<file path="src/rtl/core/bal_pkg.sv">
`default_nettype none

package bal_pkg;

  // Field widths of the item and result beats.
  localparam int CMD_W   = 2;
  localparam int KIND_W  = 2;
  localparam int ADDR_W  = 48;
  localparam int COUNT_W = 8;
  localparam int TICK_W  = 32;

  // Command codes.
  localparam logic [CMD_W-1:0] CMD_OBSERVE = 2'd0;
  localparam logic [CMD_W-1:0] CMD_TICK    = 2'd1;
  localparam logic [CMD_W-1:0] CMD_RESTART = 2'd2;

  // Address set codes.
  localparam logic [KIND_W-1:0] KIND_ADVERTISER   = 2'd0;
  localparam logic [KIND_W-1:0] KIND_ACCESS_POINT = 2'd1;
  localparam logic [KIND_W-1:0] KIND_PROBE        = 2'd2;

  // Learning period length after reset.
  localparam logic [TICK_W-1:0] BASELINE_TICKS_RESET = 32'd300000;
  localparam logic [TICK_W-1:0] TICK_MAX             = 32'hFFFF_FFFF;

  // Commands from the controller to the datapath.
  typedef struct packed {
    logic load;    // capture the accepted item and reset the scan
    logic run;     // scan step: issue one table read this cycle while entries remain
    logic commit;  // update state and load the result register
    logic found;   // the scan matched a stored address
  } bal_cmd_t;

  // Status from the datapath to the controller.
  typedef struct packed {
    logic hit;        // the entry compared this cycle matches
    logic scan_done;  // no further read to issue
  } bal_sts_t;

endpackage

`default_nettype wire

</file>
<file path="src/rtl/core/bal_ctrl.sv">
`default_nettype none

module bal_ctrl import bal_pkg::*; (
  input  wire logic     clk,
  input  wire logic     rst_n,
  input  wire logic     in_valid,
  output logic          in_ready,
  output logic          out_valid,
  input  wire logic     out_ready,
  input  wire bal_sts_t sts,
  output bal_cmd_t      cmd
);

  typedef enum logic [1:0] {ST_IDLE, ST_SCAN, ST_FINISH} state_t;

  state_t state_r, state_nxt;
  logic   found_r, found_nxt;
  logic   out_valid_r, out_valid_nxt;
  logic   slot_free;

  // The result register can take a new beat when empty or being drained.
  assign slot_free = !out_valid_r || out_ready;
  assign in_ready  = (state_r == ST_IDLE);
  assign out_valid = out_valid_r;

  // Next state and commands.
  always_comb begin
    state_nxt     = state_r;
    found_nxt     = found_r;
    out_valid_nxt = out_valid_r && !out_ready;
    cmd           = '0;
    cmd.found     = found_r;
    unique case (state_r)
      ST_IDLE: begin
        if (in_valid) begin
          cmd.load  = 1'b1;
          found_nxt = 1'b0;
          state_nxt = ST_SCAN;
        end
      end
      ST_SCAN: begin
        cmd.run = 1'b1;
        if (sts.hit) begin
          found_nxt = 1'b1;
          state_nxt = ST_FINISH;
        end else if (sts.scan_done) begin
          state_nxt = ST_FINISH;
        end
      end
      ST_FINISH: begin
        if (slot_free) begin
          cmd.commit    = 1'b1;
          out_valid_nxt = 1'b1;
          state_nxt     = ST_IDLE;
        end
      end
      default: state_nxt = ST_IDLE;
    endcase
  end

  // State and registered outputs.
  always_ff @(posedge clk) begin
    if (!rst_n) begin
      state_r     <= ST_IDLE;
      found_r     <= 1'b0;
      out_valid_r <= 1'b0;
    end else begin
      state_r     <= state_nxt;
      found_r     <= found_nxt;
      out_valid_r <= out_valid_nxt;
    end
  end

endmodule

`default_nettype wire

</file>
<file path="config.mk">
export PLATFORM = sky130hd
export DESIGN_NAME = bal_ctrl
export DESIGN_NICKNAME = d
export VERILOG_FILES = /design/src/rtl/core/bal_pkg.sv /design/src/rtl/core/bal_ctrl.sv
export SDC_FILE = /design/constraint.sdc
export NUM_CORES = 1
export LEC_CHECK = 0
export BUFFER_PORTS_ARGS = -buffer_cell sky130_fd_sc_hd__buf_2
export CAP_MARGIN = 5
export CORE_AREA = 4 4 41 43
export CTS_BUF_LIST = sky130_fd_sc_hd__clkbuf_2
export CTS_CLUSTER_SIZE = 16
export DETAILED_ROUTE_END_ITERATION = 16
export DIE_AREA = 0 0 45 47
export SLEW_MARGIN = 20
export SYNTH_ARGS = -nofsm -noshare
export SYNTH_HDL_FRONTEND = slang
export SYNTH_SLANG_ARGS = --single-unit
</file>
<file path="constraint.sdc">
create_clock -name clk -period 1.48 [get_ports clk]
set_clock_uncertainty 0.2 [all_clocks]
set_input_delay 0.296 -clock clk [delete_from_list [all_inputs] [get_ports clk]]
set_output_delay 0.296 -clock clk [all_outputs]
set_load 0.01 [all_outputs]
</file>
After elaboration in Yosys (flattened, before gate mapping)
Index checks and enable logic that the tools add are counted.
{"block": "word_totals", "register_bits": 4, "in_bits": 6, "output_inout_bits": 6, "word_cells": 32}
{"block": "op_classes", "n_mux": 15, "n_reduce_logical": 8, "eq_ne": 6}
{"cell": "$mux 1", "count": 9}
{"cell": "$mux 2", "count": 4}
{"cell": "$ne 2x2->1 const B", "count": 3}
{"cell": "$pmux 2 s3", "count": 1}
{"cell": "$reduce_and 3->1", "count": 2}
{"cell": "$ne 3x3->1 const B", "count": 1}
{"cell": "$eq 2x1->1 const B", "count": 1}
{"cell": "$eq 2x2->1 const B", "count": 1}
{"cell": "$logic_not 1->1", "count": 2}
{"cell": "$logic_not 2->1", "count": 1}
{"cell": "$pmux 1 s2", "count": 1}
{"cell": "$reduce_bool 2->1", "count": 1}
{"cell": "$logic_and 1x1->1", "count": 1}
{"cell": "$logic_or 1x1->1", "count": 1}

Longest topological paths before layout
Gate-level depths: netlist of run 1.
{"block": "depth", "ltp_word": 4, "depth_mapped": 3, "ltp_nobuf": 3}

Worst setup path before layout of run 1
OpenSTA, ideal clock, no wires.
{"block": "synth_timing", "path_type": "flip-flop to output port", "startpoint": "register state_r[1]", "endpoint": "output port cmd[3] (netlist name)", "slack_ps": 301, "arrival_ps": 683, "path_buffers": 0, "required_time_ps": 984, "path_stages_with_launch": 3, "cell_sequence": "dfxtp_1 > nand2b_1 > nor2_1"}
{"element": "from (decl)", "line_no": "bal_ctrl.sv:16", "text": "state_t state_r, state_nxt;"}
{"element": "from (signal assigned)", "line_no": "bal_ctrl.sv:68", "text": "state_r <= state_nxt;"}
{"element": "to (decl)", "line_no": "bal_ctrl.sv:11", "text": "output bal_cmd_t cmd"}

==> results of run 1 <==
==> logic make-up after synthesis <==
kind of cell,after synthesis,synth area share (%)
compound gates,6,17.8
simple gates,11,33.7
buf+inv,3,9.20
flops,4,39.3
==> per-layer routing <==
layer	GRT usage [%]	part of all wire, %
met5	0	0
met4	7.02	0
met3	5.75	17
met2	6.50	42
met1	4.77	40
==> final cells by class <==
class / count / area [um2] / share of cell area, %
clock buffer: 3 / 15.0 / 4.82
multi-input combinational: 17 / 128 / 41.0
sequential: 4 / 85.1 / 27.3
inverter: 1 / 3.75 / 1.20
timing repair buffer: 11 / 61.3 / 19.7
tap: 15 / 18.8 / 6.02
==> stage by stage <==
stage                     power (W)  std cells  utilization [%]  hold slack [ns]  setup slack [ns]
after floorplan            0.000147         24                -            0.214             0.301
after global placement     0.000164         48             20.2            0.266             0.168
after detailed placement   0.000164         48             20.2            0.269             0.168
after CTS                  0.000264         51             22.2            0.155          -0.00663
after global routing       0.000290         51             23.9            0.151          -0.00737
final                      0.000266         51             23.9            0.165            0.0684
==> repair_timing <==
item | in CTS | in global routing
pin swaps | 1 | 1
setup endpoints to repair | 2 | 3
gates resized for setup | 3 | 5
hold buffers | 0 | 0
==> state kept, by name (all words and copies together) (netlist names) <==
name / cells
state_r: 2
out_valid: 1
found_r: 1
==> cells in the final DEF (no fill, tap or decap) <==
cell type,n
nand2_1,1
dfxtp_1,2
and2_1,1
nand2b_1,1
o21ai_1,1
a21boi_1,1
o21a_1,1
buf_2,10
nor3b_2,1
nand2b_4,2
buf_6,1
nor2b_2,1
dfxtp_4,1
o21ai_0,1
nor2_4,1
nand3_1,1
a21oi_1,1
clkbuf_2,3
dfxtp_2,1
o22ai_1,1
nor2b_1,1
inv_1,1
nor2_1,1
==> power by group <==
| part | internal (W) | total, W | switching [W] |
|---|---|---|---|
| combinational | 0.0000296 | 0.0000528 | 0.0000233 |
| clock | 0.0000544 | 0.0000922 | 0.0000378 |
| sequential | 0.000113 | 0.000121 | 0.00000727 |
==> worst paths after layout <==
| kind | to | slack, ns |
|---|---|---|
| max reg2reg | state_r[0]$_SDFFE_PN0P_ | 0.36 |
| min reg2reg | found_r$_SDFFE_PN0P_ | 0.27 |
| max | cmd[1] | 0.07 |
| min | state_r[0]$_SDFFE_PN0P_ | 0.16 |
==> metrics.md, run 1 <==
| Metric | Value |
|---|---|
| Outcome | `completed` |
| Initial antenna violation count | `0` |
| Ys flop type | `dfxtp_1` |
| Static leakage | `about 0.14 nW` |
| PwrDens | `about 850 mW/mm2` |
| Post-CTS setup buffer count | `0` |
| Vias per cell | `~3.8` |
| Root Buffer | `clkbuf_2` |
| Final RePlAce weighted congestion | `around 0.66` |
| Gr usage total | `roughly 5.6%` |
| Synthesized area | `between 200 and 250 um2` |
| Layout Area Growth over Synthesis | `52.8%` |
| Max cap viols | `0` |
| R2R cell count | `3` |
| Worst-Skew Late Latency | `~0.2 ns` |
| Seq cells post-synth | `4` |
| Iter 0 DRT Violations | `1` |
| CP Capture Type | `primary output` |
| Fmax | `0.708 GHz` |
| CP Cell Sequence | `nand2b_4 > nor2b_1 > buf_2` |
| Post-synth top cells | `dfxtp_1 (4), nand2b_1 (3), buf_4 (2), nor2_1 (2)` |
| CP Launch Point | `state_r[0]$_SDFFE_PN0P_` |
| Share of layout cells above drive strength 1 | `between 50% and 60%` |
| Die Width | `45 um` |
| Slew HR | `88.3%` |
| Final min period | `~1.4 ns` |
| Vias | `between 150 and 200` |
| Dpl cell area | `about 260 um2` |
| Wire length per cell | `about 9.1 um` |
| Inserted Clock Buffers | `3` |
| TritonRoute pass-1 iters | `2` |
| Count leader, synth | `dfxtp_1` |
| Synth area leader | `dfxtp_1` |
| Top post-synthesis cells by area | `dfxtp_1 (39%), nand2b_1 (9.2%), buf_4 (7.4%), nor3b_2 (6.1%), nor2b_2 (4.3%)` |
| CTS max path bufs | `2` |
| Setup violators final | `0` |
| GR Overflow Total | `0` |
| Clk slew on worst S/H paths | `around 0.04 ns` |
| Slew Viols, Final | `0` |
| Number of buffers and inverters on the critical path | `1` |
| FFs w/ async S/R, synth | `0%` |
| CP max stage delay | `~0.35 ns` |
| CTS Sinks | `4` |
| Final nets | `44` |
| TritonCTS clock tree | `built` |
| Worst-Margin Slew | `0.173 ns` |
| Avg Cell Area, Syn | `around 8.5 um2` |
| First-pass GRT wire length | `around 720 um` |
| Min-Delay Path Class | `in2reg` |
| Post-synthesis sequential area ratio | `between 30% and 40%` |
| Core Area | `about 0.0013 mm2` |
| Post-Route Setup TNS | `0 ns` |
| Syn Nets | `30` |
| Tcrit/Tclk final | `between 90% and 100%` |
| Unrepaired setup endpoints after global routing | `true` |
| Max VDD drop | `between 0.00015 and 0.0002 V` |
| Reg-to-reg startpoint | `state_r[0]$_SDFFE_PN0P_` |
| Final Hold Viols | `0` |
| # rows | `13` |
| # port buffers | `11` |
| Final instance area | `between 300 and 400 um2` |
| Initial Utilization | `around 16%` |
| N_diodes | `0` |
| Number of stages on the worst hold path | `2` |
| Die area | `about 0.0021 mm2` |
| Worst Path Max Fanout | `6` |
| Levels on crit path | `3` |
| Final ANT Viol Nets | `0` |
| Height of the chip | `roughly 47 um` |
| Final WL | `466 um` |
| DRC | `0` |
| Total of warnings raised by yosys | `0` |
| Crit start category | `flip-flop` |
| WP data arrival | `between 0.9 and 1 ns` |
| Worst Path Required | `slightly below 1 ns` |
| Post-synthesis cell type count | `17` |
| Synth top area share | `between 30% and 40%` |
| Cell count after synthesis | `24` |
| Largest net degree at the start of global routing | `7` |
| WS Path Type | `reg2out` |
| DP HPWL | `376 um` |
| CP top delay family | `flip-flops` |
| Vias in the first global route | `175` |
| Fillers | `155` |
| Hold path startpoint | `rst_n` |
| Htree depth | `1` |
| Post-synth EDFFs | `0` |
| Critical-path top delay cell | `dfxtp_2` |
| I/O pin count | `12` |
Note: power is estimated with default switching activity, not from simulation.
==> run 2, diff against run 1 <==
--- a/config.mk
+++ b/config.mk
@@ -5,6 +5,7 @@
 export SDC_FILE = /design/constraint.sdc
 export NUM_CORES = 1
 export LEC_CHECK = 0
+export ABC_AREA = 1
 export BUFFER_PORTS_ARGS = -buffer_cell sky130_fd_sc_hd__buf_2
 export CAP_MARGIN = 5
 export CORE_AREA = 4 4 41 43
@@ -12,6 +13,7 @@
 export CTS_CLUSTER_SIZE = 16
 export DETAILED_ROUTE_END_ITERATION = 16
 export DIE_AREA = 0 0 45 47
+export SETUP_SLACK_MARGIN = 0.15
 export SLEW_MARGIN = 20
 export SYNTH_ARGS = -nofsm -noshare
 export SYNTH_HDL_FRONTEND = slang
==> run 2 against run 1 <==
Worst hold slack got worse by 0.022 ns. Sequential share of layout area decreased by 2.8 points. Wire length increased by 11%. Core utilization increased by 2.7 points. Critical path depth increased by 1. Cell area increased by 11%. Synthesized cell count increased by 25%. First-iteration DRC count increased to 7.0 times the previous value. Sequential power decreased by 3%. Final cell count increased by 22%. Area after synthesis increased by 1.2%. Critical endpoint unchanged. Largest power group unchanged.
==> metrics.md, run 2 <==
| Metric | Value |
|---|---|
| Max cap viols | `0` |
| N_diodes | `0` |
| # rows | `13` |
| Count leader, synth | `inv_1` |
| Syn Nets | `36` |
| Vias in the first global route | `218` |
| Htree depth | `1` |
| Reg with most FFs | `state_r` |
| Ys flop type | `dfxtp_1` |
| Reg-to-reg startpoint | `state_r[0]$_SDFFE_PN0P_` |
| CTS max path bufs | `2` |
| Final WL | `slightly above 500 um` |
| DRC | `0` |
| Layout Area Growth over Synthesis | `67.9%` |
| Synth area leader | `dfxtp_1` |
| Core Area | `0.00130 mm2` |
| Number of flip-flops under the largest register name | `2` |
| Unrepaired setup endpoints after global routing | `true` |
| Fmax | `0.713 GHz` |
| Net load switching power | `roughly 0.000085 W` |
| WHS Endpoint | `found_r$_SDFFE_PN0P_` |
| Final min period | `between 1 and 1.5 ns` |
| Final ANT Viol Nets | `0` |
| Height of the chip | `around 47 um` |
| Inserted Clock Buffers | `3` |
| Clk slew on worst S/H paths | `roughly 0.05 ns` |
| Total chip power | `0.000287 W` |
| GR Overflow Total | `0` |
| Avg Cell Area, Syn | `a little under 7 um2` |
| Root Buffer | `clkbuf_2` |
| WP data arrival | `approximately 0.91 ns` |
| Post-Route Setup TNS | `0 ns` |
| Post-synth top cells | `inv_1 (7), nand2_1 (6), a21oi_1 (4), dfxtp_1 (4)` |
| Synth top area share | `38.8%` |
| Sw Ratio | `a little under 30%` |
| Final RePlAce weighted congestion | `between 0.7 and 0.8` |
| Setup violators final | `0` |
| Outcome | `completed` |
| Gr usage total | `about 6.3%` |
| TritonCTS clock tree | `built` |
| Slew HR | `roughly nine tenths` |
| Post-synthesis sequential area ratio | `38.8%` |
| Clock power frac | `35.9%` |
| Vias per cell | `3.82` |
| Seq cells post-synth | `4` |
| Fillers | `157` |
| Synthesized area | `roughly 210 um2` |
| Die area | `around 0.0021 mm2` |
| Cell count after synthesis | `30` |
| Min-Delay Path Class | `in2reg` |
| Vias | `approximately 240` |
| Max VDD drop | `approximately 0.00033 V` |
| Crit start category | `flip-flop` |
| Int Power | `about 0.00020 W` |
| TritonRoute pass-1 iters | `4` |
| Iter 0 DRT Violations | `7` |
| Static leakage | `roughly 0.18 nW` |
| I/O pin count | `12` |
| CTS hold repair buffers | `0` |
| Initial Utilization | `~16%` |
| Commonest non-fill, non-tap cells in the layout | `buf_2 (9), inv_1 (5), nand2_1 (5), buf_4 (5)` |
| Final Hold Viols | `0` |
| Initial antenna violation count | `0` |
| Die Width | `between 40 and 50 um` |
| Number of stages on the worst hold path | `3` |
| Share of layout cells above drive strength 1 | `between 50% and 60%` |
| Post-synthesis cell type count | `11` |
| R2R cell count | `7` |
| # port buffers | `11` |
| Worst R2R Setup Slack | `between 0.2 and 0.3 ns` |
| Hold path startpoint | `sts[1]` |
| CP Capture Type | `primary output` |
| Area of the multi-input gates | `just under 100 um2` |
| Wire length per cell | `~8.4 um` |
| Slew Viols, Final | `0` |
| Worst-Margin Slew | `between 0.1 and 0.15 ns` |
| FFs w/ async S/R, synth | `0%` |
| Total of warnings raised by yosys | `0` |
| Reg area | `85.1 um2` |
| Worst Path Required | `just under 1 ns` |
| Worst R2R End | `state_r[1]$_SDFFE_PN0P_` |
| Final nets | `55` |
| Tcrit/Tclk final | `a little over nine tenths` |
| WS Path Type | `reg2out` |
| Worst Path Max Fanout | `2` |
| CTS Sinks | `4` |
| PwrDens | `829 mW/mm2` |
| First-pass GRT wire length | `around 860 um` |
| Combinational share of power | `about a quarter` |
| Worst-Skew Late Latency | `~0.21 ns` |
| Top post-synthesis cells by area | `dfxtp_1 (39%), inv_1 (13%), nand2_1 (11%), a21oi_1 (9.7%), buf_4 (7.3%)` |
| Commonest non-fill, non-tap cell in the layout | `buf_2` |
| Reg power frac | `around 40%` |
| Largest net degree at the start of global routing | `5` |
| Post-synth EDFFs | `0` |
[run 2: worst max-delay path by stage]
stage / start / endpoint / slack (ns) / cells past startpoint
finish: state_r[0]$_SDFFE_PN0P_ / cmd[1] / 0.08 / 4
floorplan: state_r[1]$_SDFFE_PN0P_ / cmd[3] / 0.27 / 3
global placement: state_r[1]$_SDFFE_PN0P_ / cmd[3] / 0.24 / 4
CTS: state_r[1]$_SDFFE_PN0P_ / cmd[3] / 0.07 / 4
detailed placement: state_r[1]$_SDFFE_PN0P_ / cmd[1] / 0.23 / 3
global route: state_r[0]$_SDFFE_PN0P_ / cmd[1] / 0.009 / 4
[run 2: layer usage]
layer	routed length [um]	vias up	global-route usage (%)
li1	-	124	-
met3	77	0	6.90
met2	231	13	8.47
met1	208	100	6.61
met5	0	-	0
met4	0	0	1.75
[run 2: cells by family after synthesis]
group | synth area share [%]
flip-flops | 38.8
buffers and inverters | 20.0
AND/OR/NAND/NOR | 28.5
AO/OA/AOI/OAI | 12.7
[run 2: through the flow]
step | util [%] | hold WS, ns | area, um2 | setup slack (ns) | cells
after floorplan | - | 0.239 | 206 | 0.273 | 30
after global placement | 20.4 | 0.252 | 265 | 0.237 | 54
after detailed placement | 20.4 | 0.254 | 265 | 0.225 | 54
after CTS | 25.6 | 0.141 | 333 | 0.0695 | 61
after global routing | 26.6 | 0.144 | 347 | 0.00895 | 62
final | 26.6 | 0.143 | 347 | 0.0775 | 62
[run 2: power groups by stage]
stage | registers (W) | logic [W] | clock network [W]
after floorplan | 0.000118 | 0.0000307 | 0
after global placement | 0.000118 | 0.0000457 | 0
after detailed placement | 0.000118 | 0.0000465 | 0
after CTS | 0.000117 | 0.0000628 | 0.000107
after global routing | 0.000117 | 0.0000747 | 0.000126
final | 0.000117 | 0.0000670 | 0.000103
[run 2: timing repair]
item | CTS | global route
pin swaps | 3 | 2
resized for setup | 8 | 2
buffers inserted | 4 | 1
setup endpoints to repair | 4 | 4
[run 2: worst max-delay path, stage by stage (launching register included)]
cell	delay (ns)
dfxtp_2	0.33
inv_2	0.08
nand2_2	0.06
a21oi_2	0.09
buf_2	0.13
[run 2: cell type report]
class | count | area share [%]
clock buffer | 3 | 4.33
inverter | 7 | 7.58
multi-input combinational | 17 | 27.8
sequential | 4 | 24.5
tap | 15 | 5.42
timing repair buffer | 16 | 30.3
